File: config.mk
export PLATFORM = sky130hd
export DESIGN_NAME = romanian_vigenere_utf8_stream_flat
export DESIGN_NICKNAME = d
export VERILOG_FILES = /design/src/hdl/rvu_pkg.sv /design/src/hdl/rvu_ifs.sv /design/src/hdl/romanian_vigenere_utf8_stream.sv /design/src/hdl/rvu_cfg_regs.sv /design/src/hdl/rvu_cipher.sv /design/src/hdl/rvu_out_buf.sv /design/src/flat_wrapper.sv
export SDC_FILE = /design/constraint.sdc
export NUM_CORES = 1
export LEC_CHECK = 0
export BUFFER_PORTS_ARGS = -buffer_cell sky130_fd_sc_hd__buf_4
export CORE_MARGIN = 4
export CORE_UTILIZATION = 60
export DETAILED_ROUTE_END_ITERATION = 8
export PLACE_DENSITY = 0.79
export SETUP_SLACK_MARGIN = 0.3
export SYNTH_ARGS = -nofsm -noshare
export SYNTH_HDL_FRONTEND = slang
export SYNTH_SLANG_ARGS = --single-unit
File: constraint.sdc
create_clock -name clk -period 9 [get_ports clk]
set_input_delay 1.8 -clock clk [delete_from_list [all_inputs] [get_ports clk]]
set_output_delay 1.8 -clock clk [all_outputs]
set_load 0.005 [all_outputs]
File: src/hdl/rvu_pkg.sv
`timescale 1ns / 1ps
// ----------------------------------------------------------------------------
// rvu_pkg: shared definitions for the Romanian Vigenere UTF-8 stream block
// Constants, register indexes, result item types and the alphabet tables.
// ----------------------------------------------------------------------------
package rvu_pkg;

    localparam int MAX_KEY_LETTERS  = 36;
    localparam int MIN_KEY_LETTERS  = 7;
    localparam int ALPHA_SIZE       = 31;
    localparam int LETTER_W         = 5;
    localparam int KEY_PART_W       = 60;
    localparam int LETTERS_PER_PART = KEY_PART_W / LETTER_W;
    localparam int POS_W            = 6;
    localparam int CFG_IDX_W        = 3;

    localparam logic [7:0] SPACE_BYTE = 8'h20;
    localparam logic [7:0] LEAD2_MASK = 8'hE0;
    localparam logic [7:0] LEAD2_VAL  = 8'hC0;
    localparam logic [7:0] LEAD3_MASK = 8'hF0;
    localparam logic [7:0] LEAD3_VAL  = 8'hE0;

    typedef enum logic [CFG_IDX_W-1:0] {
        CFG_KEY_PART_LOW  = 3'd0,
        CFG_KEY_PART_MID  = 3'd1,
        CFG_KEY_PART_HIGH = 3'd2,
        CFG_KEY_LENGTH    = 3'd3,
        CFG_MODE          = 3'd4
    } cfg_reg_e;

    typedef struct packed {
        logic [MAX_KEY_LETTERS-1:0][LETTER_W-1:0] key;
        logic [POS_W-1:0]                         key_length;
        logic                                     mode;
    } cfg_t;

    typedef struct packed {
        logic [7:0] out_byte;
        logic       char_error;
        logic       run_last;
        logic       message_done;
    } item_t;

    typedef struct packed {
        logic [1:0] cnt;
        item_t      item0;
        item_t      item1;
    } result_set_t;

    typedef struct packed {
        logic                valid;
        logic [LETTER_W-1:0] idx;
    } lookup_t;

    // UTF-8 code of each alphabet letter, two-byte letters as hi:lo.
    function automatic logic [15:0] letter_code(input logic [LETTER_W-1:0] idx);
        logic [15:0] code;
        case (idx)
            5'd0:  code = 16'h0041;
            5'd1:  code = 16'hC482;
            5'd2:  code = 16'hC382;
            5'd3:  code = 16'h0042;
            5'd4:  code = 16'h0043;
            5'd5:  code = 16'h0044;
            5'd6:  code = 16'h0045;
            5'd7:  code = 16'h0046;
            5'd8:  code = 16'h0047;
            5'd9:  code = 16'h0048;
            5'd10: code = 16'h0049;
            5'd11: code = 16'hC38E;
            5'd12: code = 16'h004A;
            5'd13: code = 16'h004B;
            5'd14: code = 16'h004C;
            5'd15: code = 16'h004D;
            5'd16: code = 16'h004E;
            5'd17: code = 16'h004F;
            5'd18: code = 16'h0050;
            5'd19: code = 16'h0051;
            5'd20: code = 16'h0052;
            5'd21: code = 16'h0053;
            5'd22: code = 16'hC898;
            5'd23: code = 16'h0054;
            5'd24: code = 16'hC89A;
            5'd25: code = 16'h0055;
            5'd26: code = 16'h0056;
            5'd27: code = 16'h0057;
            5'd28: code = 16'h0058;
            5'd29: code = 16'h0059;
            5'd30: code = 16'h005A;
            default: code = 16'h0000;
        endcase
        return code;
    endfunction

    // Folds lower case and the cedilla forms onto the upper-case letters,
    // then finds the letter by comparing against every table entry.
    function automatic lookup_t letter_index(input logic [15:0] code_in);
        logic [15:0] code;
        lookup_t     res;
        code = code_in;
        res  = '0;
        if (code >= 16'h0061 && code <= 16'h007A) begin
            code = code - 16'h0020;
        end
        case (code)
            16'hC483: code = 16'hC482;
            16'hC3A2: code = 16'hC382;
            16'hC3AE: code = 16'hC38E;
            16'hC899: code = 16'hC898;
            16'hC59F: code = 16'hC898;
            16'hC89B: code = 16'hC89A;
            16'hC5A3: code = 16'hC89A;
            default:  code = code;
        endcase
        for (int k = 0; k < ALPHA_SIZE; k++) begin
            if (letter_code(LETTER_W'(k)) == code) begin
                res.valid = 1'b1;
                res.idx   = LETTER_W'(k);
            end
        end
        return res;
    endfunction

endpackage

File: src/hdl/rvu_ifs.sv
`timescale 1ns / 1ps
// ----------------------------------------------------------------------------
// rvu_ifs: channel interfaces
// Input byte channel, result item channel and configuration write channel.
// ----------------------------------------------------------------------------
interface rvu_byte_if;
    logic       valid;
    logic       ready;
    logic [7:0] in_byte;
    logic       message_end;

    modport source (output valid, output in_byte, output message_end, input ready);
    modport sink   (input valid, input in_byte, input message_end, output ready);
endinterface

interface rvu_result_if;
    logic       valid;
    logic       ready;
    logic [7:0] out_byte;
    logic       char_error;
    logic       run_last;
    logic       message_done;

    modport source (output valid, output out_byte, output char_error,
                    output run_last, output message_done, input ready);
    modport sink   (input valid, input out_byte, input char_error,
                    input run_last, input message_done, output ready);
endinterface

interface rvu_cfg_if;
    import rvu_pkg::*;
    logic                  valid;
    logic                  ready;
    logic [CFG_IDX_W-1:0]  index;
    logic [KEY_PART_W-1:0] data;

    modport source (output valid, output index, output data, input ready);
    modport sink   (input valid, input index, input data, output ready);
endinterface

File: src/hdl/romanian_vigenere_utf8_stream.sv
`timescale 1ns / 1ps
// ----------------------------------------------------------------------------
// romanian_vigenere_utf8_stream: Vigenere cipher over Romanian UTF-8 text
// Takes one message byte per request and returns the enciphered or
// deciphered letter as UTF-8 bytes, or an error item per bad character.
// ----------------------------------------------------------------------------
// An input byte is taken into an input register and decoded from there; its
// results move into a two-slot result register once that register is free,
// and from there the first result is offered. The result port drains one
// byte per cycle while the receiver is ready, so a byte that completes a
// two-byte letter (A-breve, A-circumflex, I-circumflex, S-comma, T-comma)
// holds back the next input byte longer than one that yields one byte or
// none; the result register port sets that pace.
// Configuration is written through its own channel, which is always ready,
// and must only be written while the block is idle. There is no clearing
// pass after reset.
module romanian_vigenere_utf8_stream (
    input logic          clk,
    input logic          rst_n,
    rvu_byte_if.sink     src,
    rvu_result_if.source dst,
    rvu_cfg_if.sink      cfg
);
    import rvu_pkg::*;

    cfg_t        cfg_q;
    logic        res_free;
    logic        res_load;
    result_set_t res_set;

    rvu_cfg_regs u_cfg (
        .clk     (clk),
        .rst_n   (rst_n),
        .cfg     (cfg),
        .cfg_out (cfg_q)
    );

    rvu_cipher u_cipher (
        .clk      (clk),
        .rst_n    (rst_n),
        .src      (src),
        .cfg_in   (cfg_q),
        .res_free (res_free),
        .res_load (res_load),
        .res_set  (res_set)
    );

    rvu_out_buf u_out (
        .clk    (clk),
        .rst_n  (rst_n),
        .load   (res_load),
        .set_in (res_set),
        .free   (res_free),
        .dst    (dst)
    );

endmodule

File: src/hdl/rvu_cfg_regs.sv
`timescale 1ns / 1ps
// ----------------------------------------------------------------------------
// rvu_cfg_regs: configuration register file
// Holds the key letters, the key length and the cipher direction.
// ----------------------------------------------------------------------------
module rvu_cfg_regs (
    input  logic          clk,
    input  logic          rst_n,
    rvu_cfg_if.sink       cfg,
    output rvu_pkg::cfg_t cfg_out
);
    import rvu_pkg::*;

    logic [KEY_PART_W-1:0] key_low_reg, key_mid_reg, key_high_reg;
    logic [POS_W-1:0]      key_length_reg;
    logic                  mode_reg;
    logic                  wr_en;

    assign cfg.ready = 1'b1;
    assign wr_en     = cfg.valid & cfg.ready;

    always_ff @(posedge clk or negedge rst_n)
    begin
        if (!rst_n)
        begin
            key_low_reg    <= '0;
            key_mid_reg    <= '0;
            key_high_reg   <= '0;
            key_length_reg <= POS_W'(MIN_KEY_LETTERS);
            mode_reg       <= 1'b0;
        end
        else if (wr_en)
        begin
            case (cfg_reg_e'(cfg.index))
                CFG_KEY_PART_LOW:  key_low_reg    <= cfg.data;
                CFG_KEY_PART_MID:  key_mid_reg    <= cfg.data;
                CFG_KEY_PART_HIGH: key_high_reg   <= cfg.data;
                CFG_KEY_LENGTH:    key_length_reg <= cfg.data[POS_W-1:0];
                CFG_MODE:          mode_reg       <= cfg.data[0];
                default:           ;
            endcase
        end
    end

    assign cfg_out.key        = {key_high_reg, key_mid_reg, key_low_reg};
    assign cfg_out.key_length = key_length_reg;
    assign cfg_out.mode       = mode_reg;

endmodule

File: src/hdl/rvu_cipher.sv
`timescale 1ns / 1ps
// ----------------------------------------------------------------------------
// rvu_cipher: input register, UTF-8 gathering and letter shift
// Registers one input byte, decodes it against the gathering state and
// hands the resulting bytes to the result buffer in a single pass.
// ----------------------------------------------------------------------------
module rvu_cipher (
    input  logic                 clk,
    input  logic                 rst_n,
    rvu_byte_if.sink             src,
    input  rvu_pkg::cfg_t        cfg_in,
    input  logic                 res_free,
    output logic                 res_load,
    output rvu_pkg::result_set_t res_set
);
    import rvu_pkg::*;

    logic             in_valid_reg, in_valid_next;
    logic [7:0]       in_byte_reg;
    logic             in_end_reg;
    logic [15:0]      held_reg, held_next;
    logic [1:0]       pend_reg, pend_next;
    logic [POS_W-1:0] pos_reg, pos_next;

    logic                advance;
    logic                accept;
    logic                do_char;
    logic                err3;
    logic                trunc;
    logic [15:0]         code;
    lookup_t             lookup;
    logic [POS_W-1:0]    len;
    logic [POS_W-1:0]    pos;
    logic [POS_W-1:0]    pos_inc;
    logic [LETTER_W-1:0] key_letter;
    logic [5:0]          addend;
    logic [5:0]          sum;
    logic [LETTER_W-1:0] shifted;
    logic [15:0]         enc;
    result_set_t         set_c;

    // Key length is clamped to the supported range before use.
    always_comb
    begin
        if (cfg_in.key_length < POS_W'(MIN_KEY_LETTERS))
            len = POS_W'(MIN_KEY_LETTERS);
        else if (cfg_in.key_length > POS_W'(MAX_KEY_LETTERS))
            len = POS_W'(MAX_KEY_LETTERS);
        else
            len = cfg_in.key_length;
    end

    assign pos        = (pos_reg < len) ? pos_reg : '0;
    assign pos_inc    = (pos + 1'b1 >= len) ? '0 : pos + 1'b1;
    assign key_letter = cfg_in.key[pos];

    // Decode the byte against the gathering state.
    always_comb
    begin
        held_next = held_reg;
        pend_next = pend_reg;
        do_char   = 1'b0;
        err3      = 1'b0;
        code      = '0;
        if (in_byte_reg != SPACE_BYTE)
        begin
            case (pend_reg)
                2'd0:
                begin
                    if ((in_byte_reg & LEAD2_MASK) == LEAD2_VAL)
                    begin
                        held_next = {8'h00, in_byte_reg};
                        pend_next = 2'd1;
                    end
                    else if ((in_byte_reg & LEAD3_MASK) == LEAD3_VAL)
                    begin
                        held_next = {8'h00, in_byte_reg};
                        pend_next = 2'd2;
                    end
                    else
                    begin
                        do_char = 1'b1;
                        code    = {8'h00, in_byte_reg};
                    end
                end
                2'd2:
                begin
                    held_next = {held_reg[7:0], in_byte_reg};
                    pend_next = 2'd1;
                end
                default:
                begin
                    // A third byte closes a three-byte sequence, never a letter.
                    if (held_reg[15:8] != 8'h00)
                        err3 = 1'b1;
                    else
                    begin
                        do_char = 1'b1;
                        code    = {held_reg[7:0], in_byte_reg};
                    end
                    held_next = '0;
                    pend_next = 2'd0;
                end
            endcase
        end
        trunc = in_end_reg && (pend_next != 2'd0);
        if (in_end_reg)
        begin
            held_next = '0;
            pend_next = 2'd0;
        end
    end

    assign lookup  = letter_index(code);
    assign addend  = cfg_in.mode ? (6'(ALPHA_SIZE) - {1'b0, key_letter}) : {1'b0, key_letter};
    assign sum     = {1'b0, lookup.idx} + addend;
    assign shifted = (sum >= 6'(ALPHA_SIZE)) ? LETTER_W'(sum - 6'(ALPHA_SIZE))
                                             : sum[LETTER_W-1:0];
    assign enc     = letter_code(shifted);

    always_comb
    begin
        pos_next = pos_reg;
        if (do_char && lookup.valid)
            pos_next = pos_inc;
        if (in_end_reg)
            pos_next = '0;
    end

    // Assemble up to two result items and mark the last one.
    always_comb
    begin
        set_c = '0;
        if (do_char)
        begin
            if (!lookup.valid)
            begin
                set_c.item0.char_error = 1'b1;
                set_c.cnt              = 2'd1;
            end
            else if (enc[15:8] != 8'h00)
            begin
                set_c.item0.out_byte = enc[15:8];
                set_c.item1.out_byte = enc[7:0];
                set_c.cnt            = 2'd2;
            end
            else
            begin
                set_c.item0.out_byte = enc[7:0];
                set_c.cnt            = 2'd1;
            end
        end
        if (err3 || trunc)
        begin
            set_c.item0.char_error = 1'b1;
            set_c.cnt              = 2'd1;
        end
        if (set_c.cnt == 2'd2)
        begin
            set_c.item1.run_last     = 1'b1;
            set_c.item1.message_done = in_end_reg;
        end
        else if (set_c.cnt == 2'd1)
        begin
            set_c.item0.run_last     = 1'b1;
            set_c.item0.message_done = in_end_reg;
        end
    end

    // An item that yields nothing never waits for the result buffer.
    assign advance   = in_valid_reg && ((set_c.cnt == 2'd0) || res_free);
    assign res_load  = advance && (set_c.cnt != 2'd0);
    assign res_set   = set_c;
    assign src.ready = !in_valid_reg || advance;
    assign accept    = src.valid && src.ready;

    always_comb
    begin
        in_valid_next = in_valid_reg;
        if (accept)
            in_valid_next = 1'b1;
        else if (advance)
            in_valid_next = 1'b0;
    end

    always_ff @(posedge clk or negedge rst_n)
    begin
        if (!rst_n)
        begin
            in_valid_reg <= 1'b0;
            held_reg     <= '0;
            pend_reg     <= '0;
            pos_reg      <= '0;
        end
        else
        begin
            in_valid_reg <= in_valid_next;
            if (advance)
            begin
                held_reg <= held_next;
                pend_reg <= pend_next;
                pos_reg  <= pos_next;
            end
        end
    end

    always_ff @(posedge clk)
    begin
        if (accept)
        begin
            in_byte_reg <= src.in_byte;
            in_end_reg  <= src.message_end;
        end
    end

endmodule

File: src/hdl/rvu_out_buf.sv
`timescale 1ns / 1ps
// ----------------------------------------------------------------------------
// rvu_out_buf: two-slot result register
// Holds one input byte's result items; presents one per cycle while dst.ready.
// ----------------------------------------------------------------------------
module rvu_out_buf (
    input  logic                 clk,
    input  logic                 rst_n,
    input  logic                 load,
    input  rvu_pkg::result_set_t set_in,
    output logic                 free,
    rvu_result_if.source         dst
);
    import rvu_pkg::*;

    logic [1:0] cnt_reg, cnt_next;
    item_t      slot0_reg, slot0_next;
    item_t      slot1_reg, slot1_next;
    logic       take;

    assign dst.valid        = (cnt_reg != 2'd0);
    assign dst.out_byte     = slot0_reg.out_byte;
    assign dst.char_error   = slot0_reg.char_error;
    assign dst.run_last     = slot0_reg.run_last;
    assign dst.message_done = slot0_reg.message_done;

    assign take = dst.valid && dst.ready;
    // Free when empty or when the last held item leaves in this cycle.
    assign free = (cnt_reg == 2'd0) || ((cnt_reg == 2'd1) && dst.ready);

    always_comb
    begin
        cnt_next   = cnt_reg;
        slot0_next = slot0_reg;
        slot1_next = slot1_reg;
        if (take)
        begin
            if (cnt_reg == 2'd2)
            begin
                slot0_next = slot1_reg;
                cnt_next   = 2'd1;
            end
            else
                cnt_next = 2'd0;
        end
        if (load)
        begin
            slot0_next = set_in.item0;
            slot1_next = set_in.item1;
            cnt_next   = set_in.cnt;
        end
    end

    always_ff @(posedge clk or negedge rst_n)
    begin
        if (!rst_n)
            cnt_reg <= 2'd0;
        else
            cnt_reg <= cnt_next;
    end

    always_ff @(posedge clk)
    begin
        slot0_reg <= slot0_next;
        slot1_reg <= slot1_next;
    end

endmodule

File: src/flat_wrapper.sv
// flat-port wrapper written by rule: the top's interface ports become plain ports
module romanian_vigenere_utf8_stream_flat import rvu_pkg::*;
  (clk, rst_n, src_valid, src_in_byte, src_message_end, src_ready, dst_valid, dst_out_byte, dst_char_error, dst_run_last, dst_message_done, dst_ready, cfg_valid, cfg_index, cfg_data, cfg_ready);
  rvu_byte_if src_i ();
  rvu_result_if dst_i ();
  rvu_cfg_if cfg_i ();
  input logic clk;
  input logic rst_n;
  input wire logic [$bits(src_i.valid)-1:0] src_valid;
  input wire logic [$bits(src_i.in_byte)-1:0] src_in_byte;
  input wire logic [$bits(src_i.message_end)-1:0] src_message_end;
  output wire logic [$bits(src_i.ready)-1:0] src_ready;
  output wire logic [$bits(dst_i.valid)-1:0] dst_valid;
  output wire logic [$bits(dst_i.out_byte)-1:0] dst_out_byte;
  output wire logic [$bits(dst_i.char_error)-1:0] dst_char_error;
  output wire logic [$bits(dst_i.run_last)-1:0] dst_run_last;
  output wire logic [$bits(dst_i.message_done)-1:0] dst_message_done;
  input wire logic [$bits(dst_i.ready)-1:0] dst_ready;
  input wire logic [$bits(cfg_i.valid)-1:0] cfg_valid;
  input wire logic [$bits(cfg_i.index)-1:0] cfg_index;
  input wire logic [$bits(cfg_i.data)-1:0] cfg_data;
  output wire logic [$bits(cfg_i.ready)-1:0] cfg_ready;
  assign src_i.valid = src_valid;
  assign src_i.in_byte = src_in_byte;
  assign src_i.message_end = src_message_end;
  assign src_ready = src_i.ready;
  assign dst_valid = dst_i.valid;
  assign dst_out_byte = dst_i.out_byte;
  assign dst_char_error = dst_i.char_error;
  assign dst_run_last = dst_i.run_last;
  assign dst_message_done = dst_i.message_done;
  assign dst_i.ready = dst_ready;
  assign cfg_i.valid = cfg_valid;
  assign cfg_i.index = cfg_index;
  assign cfg_i.data = cfg_data;
  assign cfg_ready = cfg_i.ready;
  romanian_vigenere_utf8_stream u_core (.clk(clk), .rst_n(rst_n), .src(src_i), .dst(dst_i), .cfg(cfg_i));
endmodule
Word-level counts from Yosys, hierarchy flattened
Memories as Yosys holds them, arrays and structs flattened. Cells that the tools add are included. W data, S select, Z words.

Equality and inequality tests: 51. Magnitude comparators: 8. Muxes and demuxes: 84. Add/subtract/negate cells: 5. Reductions and logical operators: 39.

Operators with widths (number): $eq A7 B16 Y1 const A (26); $mux W6 (38); $eq A16 B16 Y1 const B (7); $mux W16 (7); $eq A16 B16 Y1 const A (5); $pmux W16 S5 (1); $pmux W16 S2 (2); $mux W11 (4); $bmux W5 S6 (1); $mux W8 (3); $mux W2 (11); $ge A16 B7 Y1 const B (1); $le A16 B7 Y1 const B (1); $reduce_bool A2 Y1 (8); $reduce_bool A8 Y1 (2); $sub A16 B6 Y16 const B (1); $reduce_and A2 Y1 (7); $mux W1 (12); $mux W10 (1); $mux W5 (2); $logic_and A1 B1 Y1 (8); $ne A8 B6 Y1 const B (1); $lt A6 B7 Y1 const B (1); $add A5 B6 Y6 (1); 23 further kinds (36).

Memory bits (read-only): 416. Input port bits: 77. Output and inout port bits: 14. Memories: 1. Logic and storage cells: 207. Bits in registers: 244.

Memory list: (no name shown) (depth 32, width 13, rd ports 1, clocked after memory_dff 0, wr ports 0, RTL line rvu_pkg.sv:58) `case (idx)`.

Longest topological paths before layout
Gate-level depths: netlist (run 1). An unclocked memory read counts as a cell.

Depth after elaboration: 58. Depth in mapped cells: 34. Depth with buffers taken out: 32.

By module
A second synthesis (run 1) with hierarchy kept.

Cells, all modules: 1231. Area total of the unflattened synthesis: 13698.1 µm².

By module, submodules not included: rvu_cfg_regs (instances 1, sequential area each 4683.2 µm², cells each 402, area each 7098.1 µm²); rvu_cipher (instances 1, sequential area each 895.9 µm², cells each 781, area each 5646.7 µm²); rvu_out_buf (instances 1, sequential area each 710.7 µm², cells each 48, area each 953.4 µm²).

Least setup slack after synthesis (run 1)
Ideal clock, no wire load.

Path kind: reg-to-reg. Start: reg u_core.u_cipher.in_byte_reg[6]. End: reg u_core.u_out.slot0_reg (netlist bit u_core.u_out.dst.run_last), data pin. Period minus slack after synthesis: 7580 ps. Arrival time: 7312 ps. Stages on the path, launching flop included: 33. Path slack: 1420 ps. Required time: 8731 ps. Path through: edfxtp_1 > buf_2 > or4b_2 > o21ai_2 > a21oi_2 > inv_1 > ha_1 > a41o_2 > and3_1 > a22oi_1 > nand2_1 > nor2_1 > nor2_1 > or3_1 > nand4_1 > ha_1 > inv_1 > fa_1 > nor2b_1 > o21ai_0 > nor3b_1 > or4_1 > and2_1 > a21o_1 > inv_1 > ha_1 > or3b_2 > mux2_2 > o22a_1 > and2_1 > buf_1 > a21oi_2 > a21oi_1.

RTL lines: start: declaration (RTL line rvu_cipher.sv:19) `logic [7:0] in_byte_reg;`; start signal: assignment (RTL line rvu_cipher.sv:211) `in_byte_reg <= src.in_byte;`; end signal: assignment (RTL line rvu_out_buf.sv:64) `slot0_reg <= slot0_next;`; end: declaration (RTL line rvu_out_buf.sv:17) `item_t slot0_reg, slot0_next;`.

==> results of run 1 <==
==> routing by layer <==
| metal | part of all wire [%] | track usage, % |
|---|---|---|
| met1 | 42 | 36.09 |
| met2 | 48 | 44.77 |
| met3 | 6.9 | 4.925 |
| met4 | 3.3 | 9.231 |
| met5 | 0 | 0 |
==> power groups by stage <==
stage / clock, mW / combinational [mW] / sequential [mW]
after global routing: 1.10 / 2.11 / 1.61
after CTS: 1.06 / 1.88 / 1.58
after global placement: 0 / 1.85 / 1.58
final: 1.04 / 1.91 / 1.58
after detailed placement: 0 / 1.87 / 1.59
after floorplan: 0 / 1.44 / 1.52
==> worst reg2reg max path: cells and delay by family, from the launching register on <==
family / cells / cell delay (ns)
simple gates: 12 / 3.48
compound gates: 11 / 2.29
flops: 1 / 0.59
mux: 1 / 0.29
fa+ha+maj: 3 / 0.88
buf+inv: 3 / 0.43
==> layout make-up <==
| class | count | area (sq um) | share of cell area (%) |
|---|---|---|---|
| clock inverters | 8 | 63.81 | 0.4130 |
| well taps | 280 | 350.3 | 2.268 |
| flip-flops and latches | 242 | 6205 | 40.16 |
| multi-input cells | 881 | 7102 | 45.97 |
| repair buffers | 111 | 839.6 | 5.434 |
| inverters | 30 | 112.6 | 0.7289 |
| clock buffers | 38 | 777.0 | 5.029 |
==> cell usage in the layout, fill, tap and decap left out, types with 26 or more instances in the layout <==
cell / n
edfxtp_1: 28
inv_1: 29
nand3_1: 46
a21oi_1: 43
dfrtp_1: 209
mux2_2: 196
buf_4: 110
o21ai_0: 35
clkbuf_16: 27
nor2_1: 56
nand2_1: 115
nor3_1: 26
==> worst max path at each step <==
stage                                end  cells after the start                      startpoint  slack [ns]
2_1_floorplan  u_core.u_out.dst.run_last                     32  u_core.u_cipher.in_byte_reg[6]        1.42
3_3_place_gp   u_core.u_out.dst.run_last                     29    u_core.u_cipher.held_reg[13]        0.67
3_5_place_dp   u_core.u_out.dst.run_last                     29    u_core.u_cipher.held_reg[13]        0.52
4_1_cts        u_core.u_out.dst.run_last                     30    u_core.u_cipher.held_reg[13]        0.46
5_1_grt        u_core.u_out.dst.run_last                     32  u_core.u_cipher.in_byte_reg[7]        0.31
6_report       u_core.u_out.dst.run_last                     30  u_core.u_cipher.in_byte_reg[7]        0.77
==> timing repair <==
item / CTS / global route
setup endpoints to repair: 0 / 19
setup buffers: 0 / 3
gates resized for setup: 0 / 9
==> logic make-up (layout without fill, tap and decap cells) <==
group | Yosys count | count (layout) | synth area share (%)
and+or+nand+nor | 360 | 360 | 13.68
DFF | 242 | 242 | 45.40
muxes | 239 | 239 | 21.15
AOI/OAI and AO/OA | 236 | 236 | 13.09
buffers and inverters | 106 | 187 | 3.033
adders and majority gates | 26 | 26 | 2.437
xor gates and xnor gates | 18 | 18 | 1.155
other | 2 | 2 | 0.05500
==> flow_metrics.tcl, run 1 <==
set metrics [dict create \
    status "finished clean" \
    synth_edf_count 28 \
    core_region_area_sq_um 22090 \
    timing.hold.ws_ns 0.5030 \
    ctsHoldBuffers 0 \
    hold_path_class "reg -> reg" \
    relSlewSlack_pct 30.54 \
    maxSlewViolCount 0 \
    grt_setup_unrepaired "no" \
    synth.most_common_cell "dfrtp_1" \
    design_area_sq_um 15450 \
    grt_pass1_wl_microns 56510 \
    period_needed_ns 8.233 \
    first_iter_violations 750 \
    cpMostUsedCell "inv_1" \
    via_per_inst 6.572 \
    end_kind "register" \
    cts.sinks 242 \
    hold_violations 0 \
    io_pins 91 \
    finalNetCount 1395 \
    fmax_mhz 121.5 \
    pwr_density_cell_nw_per_um2 293.1 \
    syn_area_sq_um 13650 \
    synth_top_area_share_pct 38.67 \
    dp_slack_ns 0.5211 \
    dieArea_sq_um 25230 \
    ys.flop_type "dfrtp_1" \
    grt_pass1_vias 10645 \
    routed_wl_microns 34650 \
    holdPathEnd "u_core.u_cfg.key_mid_reg[9]" \
    die_width_microns 158.9 \
    rows 54 \
    crit_buf_inv 3 \
    via_count 10449 \
    overflow 0 \
    antenna_found_initial 0 \
    ys_warn_count 0 \
    timing.rr.start "u_core.u_cipher.in_byte_reg[7]" \
    totalNegativeSetupSlack_ns 0 \
    firstDrtPassIters 6 \
    cp-start-kind "register" \
    layout-drive-gt1-share_pct 32.29 \
    clock_path_buffers 3 \
    crit_slowest_cell "or4b_2" \
    hp-start "u_core.u_cfg.key_mid_reg[9]" \
    tightestPinTransition_ns 1.038 \
    arrival_ns 8.51 \
    swShare_pct 38.17 \
    syn_inst 1229 \
    grtUsageTotal_pct 26.96 \
    diodes 0 \
    fin_cells 1590 \
    synth.distinct_cells 99 \
    fin_util_pct 69.93 \
    synthTopCellsByCount "dfrtp_1 (211), mux2_2 (196), nand2_1 (115)" \
    grt_max_degree 80 \
    synth.area.top_cells "dfrtp_1 (39%), mux2_2 (16%), edfxtp_1 (6.2%)" \
    seqPwrFrac_pct 34.9 \
    cts_made_buffers 26 \
    start_util_pct 61.80 \
    detail_route.wl_per_cell_microns 21.79 \
    area_growth_syn_to_layout_pct 13.15 \
    combPwrFrac_pct 42.2 \
    clockPowerShare_pct 23.0 \
    tritoncts "built" \
    vdd_drop_max_mv 0.1870 \
    nFillCells 1617 \
    power.switching_mw 1.729 \
    min_path_cells 1 \
    reg2reg_depth 30 \
    postSynthAreaPerCell_sq_um 11.11 \
    p_leak_nw 6.407 \
    synth_top_area_cell "dfrtp_1" \
    ys_ff_latch 242 \
    intPower_mw 2.800 \
    finalWorstSetupSlack_ns 0.7667 \
    clk_pin_slew_ns 0.06 \
    clock_skew_ns 0.02212 \
    die_height_microns 158.9 \
    path_class "reg -> reg" \
    placedCellCount 1541 \
    placed_area_sq_um 14540 \
    cp_top_family "simple AND/OR/NAND/NOR gates" \
    cts_max_level 1 \
    finalSetupViolCount 0 \
    required_ns 9.27 \
    cts_root_buffer "clkbuf_16" \
    worst-r2r-setup-slack_ns 0.77 \
    cpPeakStageDelay_ns 0.75 \
    ys_seq_area_share_pct 45.40 \
    dpl.hpwl_microns 23980 \
    max_cap_violations 0 \
    drc_errors 0 \
    r2r-end "u_core.u_out.dst.run_last" \
    clkLatencyLatePin_ns 0.56 \
    total_power_mw 4.528 \
    synth_nets 1332 \
    io_buffers 88 \
    ant_nets 0 \
    place_congestion 0.9431 \
    async_flop_share_pct 88.43 \
    finalCritPeriodShare_pct 91.48 \
    critPathMaxFanout 13 \
]
Note: power is estimated with default switching activity, not from simulation.
==> inputs of run 2 (changes only) <==
PLACE_DENSITY = 0.77   (was 0.79)
==> run 2 against run 1 <==
  * Cell area up 0.68%
  * Flip-flop and latch count stayed put
  * Highest routed layer unchanged
  * Worst hold slack worse by 0.0012 ns
  * Clock skew shrank 0.0021 ns
  * Largest power group unchanged
==> flow_metrics.tcl, run 2 (synthesis results as in run 1) <==
set metrics [dict create \
    layout-drive-gt1-share_pct 32.32 \
    end_kind "register" \
    routed_wl_microns 34670 \
    tightestPinTransition_ns 1.062 \
    place_congestion 0.9588 \
    ant_nets 0 \
    antenna_found_initial 1 \
    critPathMaxFanout 9 \
    clock_path_buffers 3 \
    clk_pin_slew_ns 0.06 \
    crit_slowest_cell "or4_4" \
    max_cap_violations 0 \
    grt_max_degree 74 \
    cpPeakStageDelay_ns 0.56 \
    die_width_microns 158.9 \
    grt_pass1_vias 10380 \
    grt_setup_unrepaired "no" \
    swShare_pct 37.82 \
    fmax_mhz 121.1 \
    reg2reg_depth 28 \
    clkLatencyLatePin_ns 0.56 \
    seqPwrFrac_pct 34.1 \
    dp_slack_ns 0.5111 \
    power.switching_mw 1.762 \
    status "finished clean" \
    grt_pass1_wl_microns 56520 \
    final_cell_mix "dfrtp_1 (209), mux2_2 (196), nand2_1 (115), buf_4 (112), nor2_1 (56)" \
    design_area_sq_um 15550 \
    totalNegativeSetupSlack_ns 0 \
    maxSlewViolCount 0 \
    first_iter_violations 739 \
    fin_util_pct 70.40 \
    total_power_mw 4.659 \
    via_count 10326 \
    finalCritPeriodShare_pct 91.72 \
    placedCellCount 1540 \
    cp-start-kind "register" \
    area_growth_syn_to_layout_pct 13.92 \
    dieArea_sq_um 25230 \
    core_region_area_sq_um 22090 \
    cts_made_buffers 27 \
    hold_path_class "reg -> reg" \
    fin_cells 1596 \
    min_path_cells 1 \
    intPower_mw 2.897 \
    firstDrtPassIters 5 \
    tritoncts "built" \
    start_util_pct 61.80 \
    arrival_ns 8.53 \
    timing.hold.ws_ns 0.5017 \
    grtUsageTotal_pct 27.06 \
    hold_violations 0 \
    layout_commonest_cell "dfrtp_1" \
    nFillCells 1593 \
    placed_area_sq_um 14530 \
    p_leak_nw 6.452 \
    period_needed_ns 8.255 \
    finalWorstSetupSlack_ns 0.7450 \
    io_pins 91 \
    clock_skew_ns 0.02003 \
    required_ns 9.28 \
    ctsHoldBuffers 0 \
    die_height_microns 158.9 \
    cts_max_level 1 \
    rows 54 \
    finalNetCount 1398 \
    combPwrFrac_pct 41.3 \
    detail_route.wl_per_cell_microns 21.72 \
    pwr_density_cell_nw_per_um2 299.5 \
    relSlewSlack_pct 28.93 \
    drc_errors 0 \
    cts_root_buffer "clkbuf_16" \
    clockPowerShare_pct 24.7 \
    cts.sinks 242 \
    via_per_inst 6.470 \
    path_class "reg -> reg" \
    overflow 0 \
    io_buffers 88 \
    vdd_drop_max_mv 0.2033 \
    finalSetupViolCount 0 \
    dpl.hpwl_microns 23510 \
]
[run 2: repair_timing]
action	4_1_cts	5_1_grt
setup buffers	0	6
setup endpoints to repair	0	18
resized for setup	0	6
[run 2: path summary, 6_finish.rpt]
check | start | slack, ns | endpoint
max reg2reg | u_core.u_cipher.held_reg[9] | 0.74 | u_core.u_out.dst.run_last
max | u_core.u_cipher.held_reg[9] | 0.74 | u_core.u_out.dst.run_last
min in group asynchronous | rst_n | 1.25 | u_core.u_cipher.held_reg[14]
max in group asynchronous | rst_n | 6.30 | u_core.u_cipher.pos_reg[0]
min | u_core.u_cfg.key_mid_reg[8] | 0.50 | u_core.u_cfg.key_mid_reg[8]
min reg2reg | u_core.u_cfg.key_mid_reg[8] | 0.50 | u_core.u_cfg.key_mid_reg[8]
[run 2: layer usage]
layer	routed length [microns]	track usage, %
met2	16840	45.32
met5	0	0
met4	889	7.219
met1	14810	37.48
met3	2130	3.940
[run 2: area by class of cell]
type	instances	area (sq um)	area share (%)
multi-input combinational	881	7094	45.61
sequential	242	6205	39.89
timing repair buffer	113	854.6	5.494
clock buffer	38	777.0	4.995
tap	280	350.3	2.252
clock inverter	11	158.9	1.022
inverter	30	112.6	0.7239
antenna	1	2.502	0.01609
[run 2: worst max-delay path, delay by kind of cell, from the launching register on]
kind	cells	cell delay, ns
buf+inv	2	0.38
simple gates	13	3.90
flops	1	0.40
mux	1	0.29
fa+ha+maj	3	1.10
compound gates	9	1.89
[run 2: power groups by stage]
stage	clock network, mW	registers, mW	logic, mW
4_1_cts	1.17	1.58	1.89
2_1_floorplan	0	1.52	1.44
3_3_place_gp	0	1.58	1.84
3_5_place_dp	0	1.59	1.87
6_report	1.15	1.59	1.92
5_1_grt	1.22	1.62	2.11
==> inputs of run 3 (changes only) <==
ABC_AREA = 1   (was unset)
clock period = 8.8 ns   (was 9 ns; I/O delays follow)
==> run 3 against run 2 <==
  * Sequential power about the same
  * Non-clock buffer count down 6
  * Register-to-register slack better by 0.25 ns
  * Cell area down 0.94%
  * Clock power about the same
  * Setup slack better by 0.25 ns
  * Critical endpoint is now u_core.u_out.dst.out_byte[2]
  * Largest power group unchanged
==> flow_metrics.tcl, run 3 <==
set metrics [dict create \
    status "finished clean" \
    synth_top_area_cell "dfrtp_1" \
    grt_pass1_wl_microns 60600 \
    fmax_mhz 128.1 \
    grt.busiest_layer "met2" \
    clk_pin_slew_ns 0.06 \
    synth.distinct_cells 58 \
    dpl.hpwl_microns 24980 \
    clkLatencyLatePin_ns 0.57 \
    die_width_microns 158.8 \
    finalNetCount 1945 \
    synth.most_common_cell "nand2_1" \
    grt_setup_unrepaired "no" \
    period_needed_ns 7.805 \
    synth_top_area_share_pct 38.69 \
    start_util_pct 61.77 \
    grtUsageTotal_pct 28.51 \
    placed_area_sq_um 14430 \
    totalNegativeSetupSlack_ns 0 \
    required_ns 9.09 \
    syn_inst 1796 \
    clockPowerShare_pct 23.8 \
    synth_nets 1899 \
    grt_pass1_vias 11971 \
    relSlewSlack_pct 24.32 \
    grt_util_met3_pct 3.733 \
    tightestPinTransition_ns 1.135 \
    nFillCells 1812 \
    cpMostUsedCell "nand2_1" \
    clock_path_buffers 3 \
    drc_errors 0 \
    max_cap_violations 0 \
    clock_skew_ns 0.03092 \
    antenna_found_initial 0 \
    path_class "reg -> reg" \
    end_kind "register" \
    die_height_microns 158.8 \
    place_congestion 0.8710 \
    power.switching_mw 2.123 \
    final_cell_mix "nand2_1 (521), o21ai_0 (227), nand3_1 (220), dfrtp_1 (211), inv_1 (157)" \
    io_pins 91 \
    synth.area.top_cells "dfrtp_1 (39%), nand2_1 (14%), o21ai_0 (8.3%)" \
    layout-drive-gt1-share_pct 13.53 \
    dieArea_sq_um 25220 \
    diodes 0 \
    io_buffers 88 \
    finalSetupViolCount 0 \
    swShare_pct 42.94 \
    fin_util_pct 69.74 \
    hold_violations 0 \
    tritoncts "built" \
    cts_made_buffers 26 \
    cts_max_level 1 \
    ys_warn_count 0 \
    hold_path_class "reg -> reg" \
    grt_max_degree 121 \
    intPower_mw 2.821 \
    async_flop_share_pct 88.43 \
    synth_edf_count 28 \
    detail_route.wl_per_cell_microns 17.13 \
    finalCritPeriodShare_pct 88.70 \
    layout_commonest_cell "nand2_1" \
    rows 54 \
    critPathMaxFanout 11 \
    ys_seq_area_share_pct 45.43 \
    area_growth_syn_to_layout_pct 12.91 \
    cts_root_buffer "clkbuf_16" \
    maxSlewViolCount 0 \
    routed_wl_microns 36700 \
    via_count 12489 \
    firstDrtPassIters 6 \
    pwr_density_cell_nw_per_um2 320.8 \
    cts.sinks 242 \
    cp-start-kind "register" \
    synthTopCellsByCount "nand2_1 (522), o21ai_0 (227), nand3_1 (220)" \
    via_per_inst 5.831 \
    overflow 0 \
    combPwrFrac_pct 44.5 \
    ys.flop_type "dfrtp_1" \
    cpPeakStageDelay_ns 0.52 \
    seqPwrFrac_pct 31.8 \
    arrival_ns 8.09 \
    design_area_sq_um 15410 \
    crit_slowest_cell "edfxtp_1" \
    ant_nets 0 \
    p_leak_nw 7.770 \
    use_met2_pct 46.12 \
    postSynthAreaPerCell_sq_um 7.598 \
    core_region_area_sq_um 22090 \
    met1_usage_pct 39.43 \
    vdd_drop_max_mv 0.2114 \
    syn_area_sq_um 13650 \
    ys_ff_latch 242 \
    first_iter_violations 1014 \
]
-- run 3: cell types whose count changed in the layout (fill, tap and decap cells not counted), sizes merged, moves of 48 or more --
cell,change
nor2,+48
nand2,+431
nand3,+187
mux2,-196
inv,+145
o21ai,+192
-- run 3: power by group through the flow --
stage	logic (mW)	registers [mW]	clock network, mW
after floorplan	1.60	1.53	0
after global placement	2.09	1.58	0
after detailed placement	2.14	1.58	0
after CTS	2.16	1.57	1.19
after global routing	2.48	1.59	1.23
final	2.20	1.57	1.17
-- run 3: final cells by class --
class                   count  area (sq um)  area share, %
repair buffers            107         809.5          5.254
multi-input cells        1288          6447          41.84
well taps                 280         350.3          2.274
clock inverters            16         217.7          1.413
clock buffers              32         714.4          4.637
inverters                 177         669.4          4.344
flip-flops and latches    242          6200          40.24
-- run 3: metrics by stage --
| stage | hold slack [ns] | instances | power, mW | setup WS [ns] |
|---|---|---|---|---|
| after detailed placement | 0.4727 | 2090 | 3.719 | 1.021 |
| after global routing | 0.5025 | 2142 | 5.308 | 0.2819 |
| after global placement | 0.4649 | 2090 | 3.672 | 1.122 |
| final | 0.4851 | 2142 | 4.943 | 0.9946 |
| after CTS | 0.4893 | 2138 | 4.915 | 0.9319 |
| after floorplan | 0.4533 | 1796 | 3.123 | 2.299 |
-- run 3: worst max-delay path, delay by kind of cell (launching register included) --
family,cells,cell delay (ns)
compound gates,4,0.52
xor+xnor,1,0.46
fa+ha+maj,4,1.04
buf+inv,9,0.98
flops,1,0.52
simple gates,28,4.00
-- run 3: repair_timing --
item / CTS / global route
resized for setup: 0 / 3
setup endpoints to repair: 0 / 14
hold buffers: 0 / 0
buffers inserted: 0 / 4
-- run 3: kinds of logic after synthesis --
kind of cell	count (synthesis)	synth area share (%)
DFF	242	45.43
buffers and inverters	266	7.536
other	2	0.05503
adders and majority gates	26	2.439
muxes	1	0.07335
AOI/OAI and AO/OA	294	11.36
and+or+nand+nor	952	32.27
xor gates and xnor gates	13	0.8343
-- run 3: worst paths after layout --
kind | startpoint | endpoint | slack (ns) | cells after the start
hold reg to reg | u_core.u_cfg.key_mid_reg[41] | u_core.u_cfg.key_mid_reg[41] | 0.49 | 2
setup reg to reg | u_core.u_cipher.in_byte_reg[7] | u_core.u_out.dst.out_byte[2] | 0.99 | 46
setup / recovery | u_core.u_cipher.in_byte_reg[7] | u_core.u_out.dst.out_byte[2] | 0.99 | 46
max in group asynchronous | rst_n | u_core.u_cipher.pos_reg[2] | 6.06 | 2
min in group asynchronous | rst_n | u_core.u_cfg.key_high_reg[25] | 1.20 | 1
hold / removal | u_core.u_cfg.key_mid_reg[41] | u_core.u_cfg.key_mid_reg[41] | 0.49 | 2
-- run 3: routing by layer --
| layer | wire length [microns] | up-vias |
|---|---|---|
| li1 | - | 5990 |
| met1 | 15390 | 5898 |
| met2 | 17370 | 500 |
| met3 | 2372 | 101 |
| met4 | 1557 | 0 |
| met5 | 0 | - |
